### src/design/ksp_pkg.sv
// ----------------------------------------------------------------------------
// ksp_pkg
// shared codes, command bytes and status structs of the keyboard serial port
// ----------------------------------------------------------------------------
package ksp_pkg;

    typedef enum logic [1:0] {
        OP_TICK   = 2'd0,
        OP_READ   = 2'd1,
        OP_WRITE  = 2'd2,
        OP_STATUS = 2'd3
    } t_op;

    // host command bytes with special handling
    localparam logic [7:0] CMD_IGNORE_A = 8'hC0;
    localparam logic [7:0] CMD_IGNORE_B = 8'hC1;
    localparam logic [7:0] CMD_ENABLE   = 8'hE0;

    // status write clear bits
    localparam int STAT_CLR_PARITY  = 2;
    localparam int STAT_CLR_OVERRUN = 3;

    typedef struct packed {
        logic       rx_push;
        logic [7:0] rx_data;
        logic       zero_push;
        logic       pop;
    } t_fifo_req;

    typedef struct packed {
        logic nonempty;
        logic overrun;
    } t_fifo_stat;

    typedef struct packed {
        logic busy;
        logic line;
        logic enable_cmd;
    } t_tx_stat;

endpackage

### src/design/ksp_rx.sv
// ----------------------------------------------------------------------------
// ksp_rx
// receive deserializer: start bit, 8 data bits lsb first, 2 skipped bits
// ----------------------------------------------------------------------------
module ksp_rx (
    input  logic       i_clk,
    input  logic       i_rst_n,
    input  logic       i_sample,
    input  logic       i_bit,
    output logic       o_push,
    output logic [7:0] o_data
);

    typedef enum logic [1:0] {
        RX_IDLE,
        RX_DATA,
        RX_SKIP
    } t_rx_state;

    t_rx_state   r_state, n_state;
    logic [7:0]  r_byte, n_byte;
    logic [3:0]  r_seen, n_seen;
    logic [1:0]  r_skip, n_skip;

    always_comb begin
        n_state = r_state;
        n_byte  = r_byte;
        n_seen  = r_seen;
        n_skip  = r_skip;
        o_push  = 1'b0;
        o_data  = r_byte | (8'(i_bit) << r_seen[2:0]);
        if (i_sample) begin
            unique case (r_state)
                RX_IDLE: begin
                    if (!i_bit) begin
                        n_state = RX_DATA;
                        n_byte  = 8'd0;
                        n_seen  = 4'd0;
                        n_skip  = 2'd0;
                    end
                end
                RX_DATA: begin
                    n_byte = o_data;
                    n_seen = r_seen + 4'd1;
                    if (n_seen >= 4'd8) begin
                        o_push  = 1'b1;
                        n_state = RX_SKIP;
                        n_skip  = 2'd2;
                    end
                end
                RX_SKIP: begin
                    if (r_skip != 2'd0) begin
                        n_skip = r_skip - 2'd1;
                        if (n_skip == 2'd0) begin
                            n_state = RX_IDLE;
                        end
                    end
                end
                default: begin
                    n_state = RX_IDLE;
                end
            endcase
        end
    end

    always_ff @(posedge i_clk) begin
        if (!i_rst_n) begin
            r_state <= RX_IDLE;
            r_seen  <= 4'd0;
            r_skip  <= 2'd0;
        end else begin
            r_state <= n_state;
            r_seen  <= n_seen;
            r_skip  <= n_skip;
        end
        r_byte <= n_byte;
    end

endmodule

### src/design/ksp_tx.sv
// ----------------------------------------------------------------------------
// ksp_tx
// transmit serializer for odd-parity 8o1 frames toward the keyboard
// ----------------------------------------------------------------------------
module ksp_tx (
    input  logic              i_clk,
    input  logic              i_rst_n,
    input  logic              i_shift,
    input  logic              i_write,
    input  logic [7:0]        i_wdata,
    output ksp_pkg::t_tx_stat o_stat
);

    typedef enum logic [2:0] {
        TX_IDLE,
        TX_START,
        TX_DATA,
        TX_PARITY,
        TX_STOP
    } t_tx_state;

    t_tx_state   r_state, n_state;
    logic [7:0]  r_byte, n_byte;
    logic [3:0]  r_left, n_left;
    logic        r_parity, n_parity;
    logic        r_line, n_line;
    logic        busy;
    logic        load;

    assign busy = (r_state != TX_IDLE);
    assign load = i_write && !busy && (i_wdata != ksp_pkg::CMD_IGNORE_A)
                  && (i_wdata != ksp_pkg::CMD_IGNORE_B);

    always_comb begin
        n_state  = r_state;
        n_byte   = r_byte;
        n_left   = r_left;
        n_parity = r_parity;
        n_line   = r_line;
        if (load) begin
            n_state  = TX_START;
            n_byte   = i_wdata;
            n_left   = 4'd8;
            n_parity = 1'b1;
            n_line   = 1'b0;
        end else if (i_shift && busy) begin
            unique case (r_state)
                TX_START: begin
                    n_state = TX_DATA;
                end
                TX_DATA: begin
                    n_byte   = {1'b0, r_byte[7:1]};
                    n_parity = r_parity ^ r_byte[0];
                    n_line   = r_byte[0];
                    n_left   = r_left - 4'd1;
                    if (n_left == 4'd0) begin
                        n_state = TX_PARITY;
                    end
                end
                TX_PARITY: begin
                    n_line  = r_parity;
                    n_state = TX_STOP;
                end
                TX_STOP: begin
                    n_line  = 1'b1;
                    n_state = TX_IDLE;
                    n_left  = 4'd0;
                end
                default: begin
                    n_line  = 1'b1;
                    n_state = TX_IDLE;
                end
            endcase
        end
    end

    assign o_stat.busy       = (n_state != TX_IDLE);
    assign o_stat.line       = n_line;
    assign o_stat.enable_cmd = load && (i_wdata == ksp_pkg::CMD_ENABLE);

    always_ff @(posedge i_clk) begin
        if (!i_rst_n) begin
            r_state  <= TX_IDLE;
            r_left   <= 4'd0;
            r_parity <= 1'b0;
            r_line   <= 1'b1;
        end else begin
            r_state  <= n_state;
            r_left   <= n_left;
            r_parity <= n_parity;
            r_line   <= n_line;
        end
        r_byte <= n_byte;
    end

endmodule

### src/design/ksp_fifo.sv
// ----------------------------------------------------------------------------
// ksp_fifo
// receive byte queue with registered read port and zero-byte marks
// ----------------------------------------------------------------------------
module ksp_fifo #(
    parameter int DEPTH = 16
) (
    input  logic                i_clk,
    input  logic                i_rst_n,
    input  ksp_pkg::t_fifo_req  i_req,
    output ksp_pkg::t_fifo_stat o_stat,
    output logic [7:0]          o_rdata
);

    localparam int AW = $clog2(DEPTH);
    localparam int FW = $clog2(DEPTH + 1);

    logic [7:0]       r_mem [DEPTH];
    logic [DEPTH-1:0] r_zf, n_zf;
    logic [AW-1:0]    r_wptr, n_wptr;
    logic [AW-1:0]    r_rptr, n_rptr;
    logic [FW-1:0]    r_fill, n_fill;
    logic [FW-1:0]    room;
    logic [1:0]       zcnt;
    logic             full;
    logic             rx_ok;
    logic             do_pop;
    logic [AW-1:0]    za0, za1, za2;
    logic [7:0]       r_q;
    logic             r_qz;

    function automatic logic [AW-1:0] wrap_add(input logic [AW-1:0] ptr,
                                               input logic [1:0] k);
        logic [AW:0] s;
        s = {1'b0, ptr} + (AW+1)'(k);
        if (s >= (AW+1)'(DEPTH)) begin
            s = s - (AW+1)'(DEPTH);
        end
        return s[AW-1:0];
    endfunction

    always_comb begin
        full   = (r_fill == FW'(DEPTH));
        room   = FW'(DEPTH) - r_fill;
        zcnt   = 2'd0;
        if (i_req.zero_push) begin
            zcnt = (room >= FW'(3)) ? 2'd3 : room[1:0];
        end
        rx_ok  = i_req.rx_push && !full;
        do_pop = i_req.pop && (r_fill != '0);
        n_fill = r_fill + FW'(zcnt) + FW'(rx_ok) - FW'(do_pop);
        o_stat.nonempty = (n_fill != '0);
        o_stat.overrun  = (i_req.rx_push && full) || (i_req.zero_push && (room < FW'(3)));

        za0 = r_wptr;
        za1 = wrap_add(r_wptr, 2'd1);
        za2 = wrap_add(r_wptr, 2'd2);
        if (rx_ok) begin
            n_wptr = za1;
        end else if (zcnt != 2'd0) begin
            n_wptr = wrap_add(r_wptr, zcnt);
        end else begin
            n_wptr = r_wptr;
        end
        n_rptr = do_pop ? wrap_add(r_rptr, 2'd1) : r_rptr;

        // zero bytes are only marked, the data slot is left alone
        for (int i = 0; i < DEPTH; i++) begin
            if ((zcnt > 2'd0 && za0 == AW'(i)) || (zcnt > 2'd1 && za1 == AW'(i))
                || (zcnt > 2'd2 && za2 == AW'(i))) begin
                n_zf[i] = 1'b1;
            end else if (rx_ok && r_wptr == AW'(i)) begin
                n_zf[i] = 1'b0;
            end else begin
                n_zf[i] = r_zf[i];
            end
        end
    end

    always_ff @(posedge i_clk) begin
        if (rx_ok) begin
            r_mem[r_wptr] <= i_req.rx_data;
        end
        if (i_req.pop) begin
            r_q  <= r_mem[r_rptr];
            // a read of an empty queue returns zero
            r_qz <= !do_pop || r_zf[r_rptr];
        end
        r_zf <= n_zf;
    end

    always_ff @(posedge i_clk) begin
        if (!i_rst_n) begin
            r_wptr <= '0;
            r_rptr <= '0;
            r_fill <= '0;
        end else begin
            r_wptr <= n_wptr;
            r_rptr <= n_rptr;
            r_fill <= n_fill;
        end
    end

    assign o_rdata = r_qz ? 8'd0 : r_q;

endmodule

### src/design/keyboard_serial_port_with_rx_fifo.sv
// ----------------------------------------------------------------------------
// keyboard_serial_port_with_rx_fifo
// keyboard serial port: bit ticks, host data and status access, receive queue
// ----------------------------------------------------------------------------
// each accepted input beat yields one result beat, held in the stage-one register and then
//   the output register; throughput: one beat per cycle while the output is not stalled;
//   an output stall holds the stage-one register and then stalls the input
// reset: synchronous active low; the fifo store is not cleared, only its
//   pointers and fill count
module keyboard_serial_port_with_rx_fifo #(
    parameter int FIFO_DEPTH = 16
) (
    input  logic        i_clk,
    input  logic        i_rst_n,
    input  logic        i_s_axis_tvalid,
    output logic        o_s_axis_tready,
    input  logic [15:0] i_s_axis_tdata,  // [7:0] wdata, [8] line_level, [15:9] zero
    input  logic [1:0]  i_s_axis_tuser,  // [1:0] op
    output logic        o_m_axis_tvalid,
    input  logic        i_m_axis_tready,
    output logic [15:0] o_m_axis_tdata   // [7:0] rdata, [11:8] status, [12] irq,
                                         // [13] kbd_clock, [14] tx_line, [15] zero
);

    ksp_pkg::t_op        op;
    logic                accept;
    logic                fall;
    logic                s1_move;
    logic                rx_push;
    logic [7:0]          rx_data;
    ksp_pkg::t_fifo_req  fifo_req;
    ksp_pkg::t_fifo_stat fifo_stat;
    ksp_pkg::t_tx_stat   tx_stat;
    logic [7:0]          fifo_rdata;

    logic r_kbd_clk, n_kbd_clk;
    logic r_irq_en, n_irq_en;
    logic r_irq, n_irq;
    logic r_par_err, n_par_err;
    logic r_ovr_err, n_ovr_err;

    logic       r_s1_valid;
    logic       r_s1_pop;
    logic [3:0] r_s1_status;
    logic       r_s1_irq;
    logic       r_s1_clk;
    logic       r_s1_line;
    logic       r_out_valid;
    logic [15:0] r_out_data;

    assign op      = ksp_pkg::t_op'(i_s_axis_tuser);
    assign s1_move = r_s1_valid && (!r_out_valid || i_m_axis_tready);
    assign o_s_axis_tready = !r_s1_valid || s1_move;
    assign accept  = i_s_axis_tvalid && o_s_axis_tready;
    assign fall    = accept && (op == ksp_pkg::OP_TICK) && r_kbd_clk;

    ksp_rx u_rx (
        .i_clk    (i_clk),
        .i_rst_n  (i_rst_n),
        .i_sample (fall),
        .i_bit    (i_s_axis_tdata[8]),
        .o_push   (rx_push),
        .o_data   (rx_data)
    );

    ksp_tx u_tx (
        .i_clk   (i_clk),
        .i_rst_n (i_rst_n),
        .i_shift (fall),
        .i_write (accept && (op == ksp_pkg::OP_WRITE)),
        .i_wdata (i_s_axis_tdata[7:0]),
        .o_stat  (tx_stat)
    );

    always_comb begin
        fifo_req.rx_push   = rx_push;
        fifo_req.rx_data   = rx_data;
        fifo_req.zero_push = tx_stat.enable_cmd;
        fifo_req.pop       = accept && (op == ksp_pkg::OP_READ);
    end

    ksp_fifo #(
        .DEPTH (FIFO_DEPTH)
    ) u_fifo (
        .i_clk   (i_clk),
        .i_rst_n (i_rst_n),
        .i_req   (fifo_req),
        .o_stat  (fifo_stat),
        .o_rdata (fifo_rdata)
    );

    always_comb begin
        n_kbd_clk = r_kbd_clk;
        n_irq_en  = r_irq_en || tx_stat.enable_cmd;
        n_par_err = r_par_err;
        n_ovr_err = r_ovr_err || fifo_stat.overrun;
        if (accept) begin
            unique case (op)
                ksp_pkg::OP_TICK: begin
                    n_kbd_clk = !r_kbd_clk;
                end
                ksp_pkg::OP_STATUS: begin
                    // one bit per sticky flag, a 1 clears it
                    if (i_s_axis_tdata[ksp_pkg::STAT_CLR_PARITY]) begin
                        n_par_err = 1'b0;
                    end
                    if (i_s_axis_tdata[ksp_pkg::STAT_CLR_OVERRUN]) begin
                        n_ovr_err = 1'b0;
                    end
                end
                default: begin
                end
            endcase
        end
        n_irq = (accept && n_irq_en) ? fifo_stat.nonempty : r_irq;
    end

    always_ff @(posedge i_clk) begin
        if (!i_rst_n) begin
            r_kbd_clk   <= 1'b1;
            r_irq_en    <= 1'b0;
            r_irq       <= 1'b0;
            r_par_err   <= 1'b0;
            r_ovr_err   <= 1'b0;
            r_s1_valid  <= 1'b0;
            r_out_valid <= 1'b0;
        end else begin
            r_kbd_clk   <= n_kbd_clk;
            r_irq_en    <= n_irq_en;
            r_irq       <= n_irq;
            r_par_err   <= n_par_err;
            r_ovr_err   <= n_ovr_err;
            r_s1_valid  <= accept || (r_s1_valid && !s1_move);
            r_out_valid <= s1_move || (r_out_valid && !i_m_axis_tready);
        end
        if (accept) begin
            r_s1_pop    <= (op == ksp_pkg::OP_READ);
            r_s1_status <= {n_ovr_err, n_par_err, fifo_stat.nonempty, !tx_stat.busy};
            r_s1_irq    <= n_irq;
            r_s1_clk    <= n_kbd_clk;
            r_s1_line   <= tx_stat.line;
        end
        if (s1_move) begin
            // fifo read data lines up with the stage that issued the pop
            r_out_data <= {1'b0, r_s1_line, r_s1_clk, r_s1_irq, r_s1_status,
                           r_s1_pop ? fifo_rdata : 8'd0};
        end
    end

    assign o_m_axis_tvalid = r_out_valid;
    assign o_m_axis_tdata  = r_out_data;

endmodule

### config.mk
export PLATFORM = sky130hd
export DESIGN_NAME = keyboard_serial_port_with_rx_fifo
export DESIGN_NICKNAME = d
export VERILOG_FILES = /design/src/design/ksp_pkg.sv /design/src/design/ksp_rx.sv /design/src/design/ksp_tx.sv /design/src/design/ksp_fifo.sv /design/src/design/keyboard_serial_port_with_rx_fifo.sv
export SDC_FILE = /design/constraint.sdc
export NUM_CORES = 1
export LEC_CHECK = 0
export BUFFER_PORTS_ARGS = -buffer_cell sky130_fd_sc_hd__buf_4
export CORE_ASPECT_RATIO = 1.4
export CORE_MARGIN = 2
export CORE_UTILIZATION = 50
export CTS_BUF_LIST = sky130_fd_sc_hd__clkbuf_4 sky130_fd_sc_hd__clkbuf_8
export DETAILED_ROUTE_END_ITERATION = 6
export GPL_TIMING_DRIVEN = 0
export HOLD_SLACK_MARGIN = 0.08
export PLACE_DENSITY = 0.67
export SLEW_MARGIN = 40
export SYNTH_ARGS = -nofsm -noshare
export SYNTH_HDL_FRONTEND = slang
export SYNTH_SLANG_ARGS = --single-unit
### constraint.sdc
create_clock -name i_clk -period 4.55 [get_ports i_clk]
set_input_delay 0 -clock i_clk [delete_from_list [all_inputs] [get_ports i_clk]]
set_output_delay 0 -clock i_clk [all_outputs]
set_load 0.01 [all_outputs]
==> impl_results.rst <==
.. list-table::
   :header-rows: 1

   * - Metric
     - Value
   * - Result of the run
     - complete, no violations
   * - Cell with the most instances after synthesis
     - sky130_fd_sc_hd__edfxtp_1
   * - Highest-utilization routing layer at the global route stage
     - met2
   * - Clock Skews
     - 0.0129 ns
   * - Share of power burned in registers
     - 49.1%
   * - Clock-pin slew on the worst setup and hold paths
     - 0.06 ns
   * - Mux cell area share after synthesis
     - 10.6%
   * - Clock sinks
     - 229
   * - Clock period minus worst slack
     - 4.19 ns
   * - Number of enable flip-flop cells after synthesis
     - 176
   * - Pin count of the biggest net entering global routing
     - 18
   * - Layout net count
     - 855
   * - Area leader, netlist
     - sky130_fd_sc_hd__edfxtp_1
   * - Post-synthesis instance area
     - 10400 sq um
   * - Met2 GRT Util
     - 41.1%
   * - Cell with the largest stage delay on the worst path
     - sky130_fd_sc_hd__fa_1
   * - Number of port buffers
     - 30
   * - Area share of and/or/nand/nor cells after synthesis
     - 11.6%
   * - Combined global-route utilization of all metal layers
     - 21.1%
   * - Total Power Consumption
     - 4.71 mW
   * - Sequential cell area
     - 6350 sq um
   * - Vias
     - 6312
   * - GPL Wtd Cong
     - 0.867
   * - Final setup violation count
     - 0
   * - Post-Route Hold Slack
     - 0.234 ns
   * - Max Root-Sink Buffers
     - 3
   * - Violation count after the first detailed-route iteration
     - 395
   * - Peak fanout along the critical path
     - 4
   * - Final Util
     - 58.2%
   * - Static leakage
     - 4.09 nW
   * - Pwr/cell area
     - 397 nW/um^2
   * - Avg WL per Cell
     - 21.0 um
   * - Non-filler cells in the finished layout
     - 1083
   * - WP data arrival
     - 4.45 ns
   * - Post-synthesis instance total
     - 717
   * - Dominant combinational cell family by area after synthesis
     - simple AND/OR/NAND/NOR gates
   * - Worst Tran Pin Value
     - 0.768 ns
   * - Worst path bufs/invs
     - 4
   * - Area grow syn2layout
     - 14.6%
   * - Final Max Slew Viols
     - 0
   * - Max-capacitance violation count
     - 0
   * - Die Span X
     - 126 um
   * - Worst stage delay on the critical path
     - 0.40 ns
   * - Global routing usage on met3
     - 3.48%
   * - CTS tree
     - yes
   * - Floorplan row count
     - 62
   * - Part of the cycle the worst path needs
     - 92.0%
   * - Area of the multi-input gates
     - 3770 sq um
   * - Global routing met1 resource utilization
     - 22.2%
   * - Worst min-delay path category
     - in -> reg
   * - Detailed-router iteration count before antenna repair
     - 7
   * - Top post-synthesis cells by count
     - sky130_fd_sc_hd__edfxtp_1, sky130_fd_sc_hd__dfxtp_1, sky130_fd_sc_hd__mux4_2, sky130_fd_sc_hd__and2_1, sky130_fd_sc_hd__inv_1
   * - Portion of total power attributed to the clock network
     - 37.8%
   * - Sequential element share of the synthesized area
     - 61.2%
   * - FILL cells
     - 1567
   * - GRT overflow
     - 0
   * - Layout cell share with drive strength beyond 1
     - 23.0%
   * - Required time reported for the critical path endpoint
     - 4.81 ns
   * - Max-Slew Margin vs Limit
     - 48.5%
   * - Clock Root Buffer
     - sky130_fd_sc_hd__clkbuf_8
   * - Final count of hold timing violations
     - 0
   * - DRT Wirelength
     - 22700 um
   * - Internal power consumption
     - 3.53 mW
   * - Post CTS Setup Buffer Count
     - 0
   * - Switching pwr
     - 1.18 mW
   * - Sum of negative setup slack
     - 0 ns
   * - Cell mode on critical path
     - sky130_fd_sc_hd__inv_1
   * - Number of antenna violations at the first check in global routing
     - 0
   * - Die outline area
     - 21900 sq um
   * - Mean cell area of the mapped netlist
     - 14.5 sq um
   * - Unrepaired setup endpoints after global routing
     - false
   * - Initial standard-cell utilization of the core
     - 50.8%
   * - Io pins
     - 40
   * - Setup slack of the most critical reg-to-reg path
     - 0.36 ns
   * - Number of nets in the synthesized netlist
     - 769
   * - Clock latency of the later-clocked register in the worst-skew pair
     - 0.54 ns
   * - Share of synthesized cell area in full adder, half adder and majority cells
     - 3.84%
   * - Maximum frequency from static timing analysis
     - 239 MHz
   * - Register bit total from synthesis
     - 229
   * - Worst path top cell family by delay
     - adder cells
   * - Asr flop ratio synth
     - 0%
   * - Number of placed cells counting well taps
     - 1004
   * - Standard cell core area
     - 20400 sq um
   * - Number of design rule violations left after detail routing
     - 0
   * - Distinct cell type count after synthesis
     - 67
   * - Most used DFF post-synth
     - sky130_fd_sc_hd__edfxtp_1
   * - Via density per instance
     - 5.83
   * - Synth Area in Compound Gates
     - 7.85%
   * - TritonCTS Buffers
     - 36
   * - First-pass GRT wire length
     - 35500 um
   * - Antenna Nets Post-Route
     - 0
   * - Vias in the first global route
     - 6523
   * - Synth area leaders
     - sky130_fd_sc_hd__edfxtp_1, sky130_fd_sc_hd__dfxtp_1, sky130_fd_sc_hd__mux4_2
   * - Die Ht
     - 174 um
   * - Critical Path, Cell by Cell
     - inv_1 -> ha_1 -> and2_1 -> ha_1 -> nand2b_1 -> nor4_1 -> a21oi_1 -> o21ai_0 -> ha_1 -> inv_1 -> fa_1 -> inv_1 -> fa_1 -> inv_1 -> a21oi_1 -> o21bai_1 -> xnor2_1 -> nor4_4 -> a21oi_1
   * - Category of the worst setup path capture point
     - register
   * - HPWL after DPL
     - 15900 um
   * - Switching part of the total
     - 25.1%
   * - Portion of total power attributed to combinational logic
     - 13.1%
   * - Worst VDD drop
     - 0.321 mV
   * - Ant. Diodes
     - 0
   * - H-tree Lvls
     - 2
   * - Xor-xnor portion of the synthesized cell area
     - 1.87%
   * - Share of the synthesized area in the top cell type
     - 51.0%
   * - Count of yosys warnings during synthesis
     - 0
   * - Critical setup path kind
     - reg -> reg
   * - Startpoint types
     - register
## power by group through the flow
stage,sequential [mW],combinational (mW),clock [mW]
5_1_grt,2.32,0.683,1.90
3_5_place_dp,2.36,0.566,0
4_1_cts,2.31,0.582,1.81
6_report,2.31,0.618,1.78
2_1_floorplan,2.35,0.414,0
3_3_place_gp,2.36,0.540,0
## area by class of cell
cell class / count / area share [%]
sequential: 229 / 53.5
tap: 256 / 2.70
buffer: 38 / 1.42
timing repair buffer: 48 / 3.37
clock buffer: 43 / 4.62
clock inverter: 19 / 1.46
inverter: 37 / 1.17
multi-input combinational: 413 / 31.8
## worst paths after layout
| path | cells past startpoint | endpoint | start |
|---|---|---|---|
| max | 19 | r_s1_irq$_DFFE_PN_ | u_fifo.r_fill[1]$_SDFF_PN0_ |
| min | 3 | u_tx.r_line$_SDFF_PN1_ | i_rst_n |
| max reg2reg | 19 | r_s1_irq$_DFFE_PN_ | u_fifo.r_fill[1]$_SDFF_PN0_ |
| min reg2reg | 0 | o_m_axis_tdata[9]$_DFFE_PP_ | r_s1_status[1]$_DFFE_PN_ |
## worst reg2reg max path, stage by stage, from the launching register on
cell	delay, ns
sky130_fd_sc_hd__dfxtp_1	0.39
sky130_fd_sc_hd__inv_1	0.10
sky130_fd_sc_hd__ha_1	0.22
sky130_fd_sc_hd__and2_1	0.18
sky130_fd_sc_hd__ha_1	0.36
sky130_fd_sc_hd__nand2b_1	0.07
sky130_fd_sc_hd__nor4_1	0.34
sky130_fd_sc_hd__a21oi_1	0.13
sky130_fd_sc_hd__o21ai_0	0.24
sky130_fd_sc_hd__ha_1	0.27
sky130_fd_sc_hd__inv_1	0.07
sky130_fd_sc_hd__fa_1	0.20
sky130_fd_sc_hd__inv_1	0.06
sky130_fd_sc_hd__fa_1	0.40
sky130_fd_sc_hd__inv_1	0.07
sky130_fd_sc_hd__a21oi_1	0.06
sky130_fd_sc_hd__o21bai_1	0.17
sky130_fd_sc_hd__xnor2_1	0.14
sky130_fd_sc_hd__nor4_4	0.33
sky130_fd_sc_hd__a21oi_1	0.11
## repair_timing
| action | in CTS | in global routing |
|---|---|---|
| setup endpoints to repair | 0 | 3 |
| gates resized for setup | 0 | 6 |
| hold endpoints to repair | 48 | 0 |
| hold buffers | 17 | 0 |
## placed cells by master, fill, tap and decap left out, types with 6 or more instances in the layout
master,n
sky130_fd_sc_hd__edfxtp_1,176
sky130_fd_sc_hd__dfxtp_1,52
sky130_fd_sc_hd__mux4_2,45
sky130_fd_sc_hd__and2_1,38
sky130_fd_sc_hd__inv_1,36
sky130_fd_sc_hd__clkbuf_8,36
sky130_fd_sc_hd__buf_4,33
sky130_fd_sc_hd__nand2_1,32
sky130_fd_sc_hd__nor2_1,31
sky130_fd_sc_hd__ha_1,27
sky130_fd_sc_hd__clkbuf_1,23
sky130_fd_sc_hd__nand3_1,23
sky130_fd_sc_hd__a21oi_1,20
sky130_fd_sc_hd__dlygate4sd3_1,17
sky130_fd_sc_hd__o21ai_0,13
sky130_fd_sc_hd__buf_2,12
sky130_fd_sc_hd__a221o_1,12
sky130_fd_sc_hd__nor2b_1,10
sky130_fd_sc_hd__xnor2_1,10
sky130_fd_sc_hd__nand2b_1,9
sky130_fd_sc_hd__a22o_1,9
sky130_fd_sc_hd__a21o_1,9
sky130_fd_sc_hd__xor2_1,9
sky130_fd_sc_hd__nor4_2,8
sky130_fd_sc_hd__clkinv_1,8
sky130_fd_sc_hd__o21a_1,7
sky130_fd_sc_hd__clkbuf_4,7
sky130_fd_sc_hd__nor4_1,6
sky130_fd_sc_hd__mux2_2,6
sky130_fd_sc_hd__clkinv_2,6
## per-layer routing
metal	part of all wire, %	up-vias
li1	-	2921
met1	36	3183
met2	58	165
met3	3.3	43
met4	2.6	0
met5	0	-
## through the flow
step / area [sq um] / worst slack (ns)
detailed placement: 10900 / 0.0452
floorplan: 10400 / 0.698
global placement: 10900 / 0.130
CTS: 11800 / 0.0209
finish: 11900 / 0.362
global route: 11900 / 0.00538
## cells by family after synthesis
| logic type | after synthesis |
|---|---|
| flops | 229 |
| mux | 53 |
| other cells | 1 |
| buf+inv | 75 |
| xor+xnor | 20 |
| compound gates | 108 |
| simple gates | 201 |
| fa+ha+maj | 30 |
## registers in the layout (all words and copies together), names as in the netlist, 2 cells and up
name	count
u_fifo.r_mem	128
u_fifo.r_zf	16
u_rx.r_state	2
u_rx.r_byte	8
u_fifo.r_fill	5
r_s1_status	4
u_fifo.r_wptr	4
u_rx.r_seen	4
u_fifo.r_q	8
u_tx.r_state	3
u_fifo.r_rptr	4
u_rx.r_skip	2
u_tx.r_byte	8
o_m_axis_tdata	15
u_tx.r_left	4
Note: power is estimated with default switching activity, not from simulation.
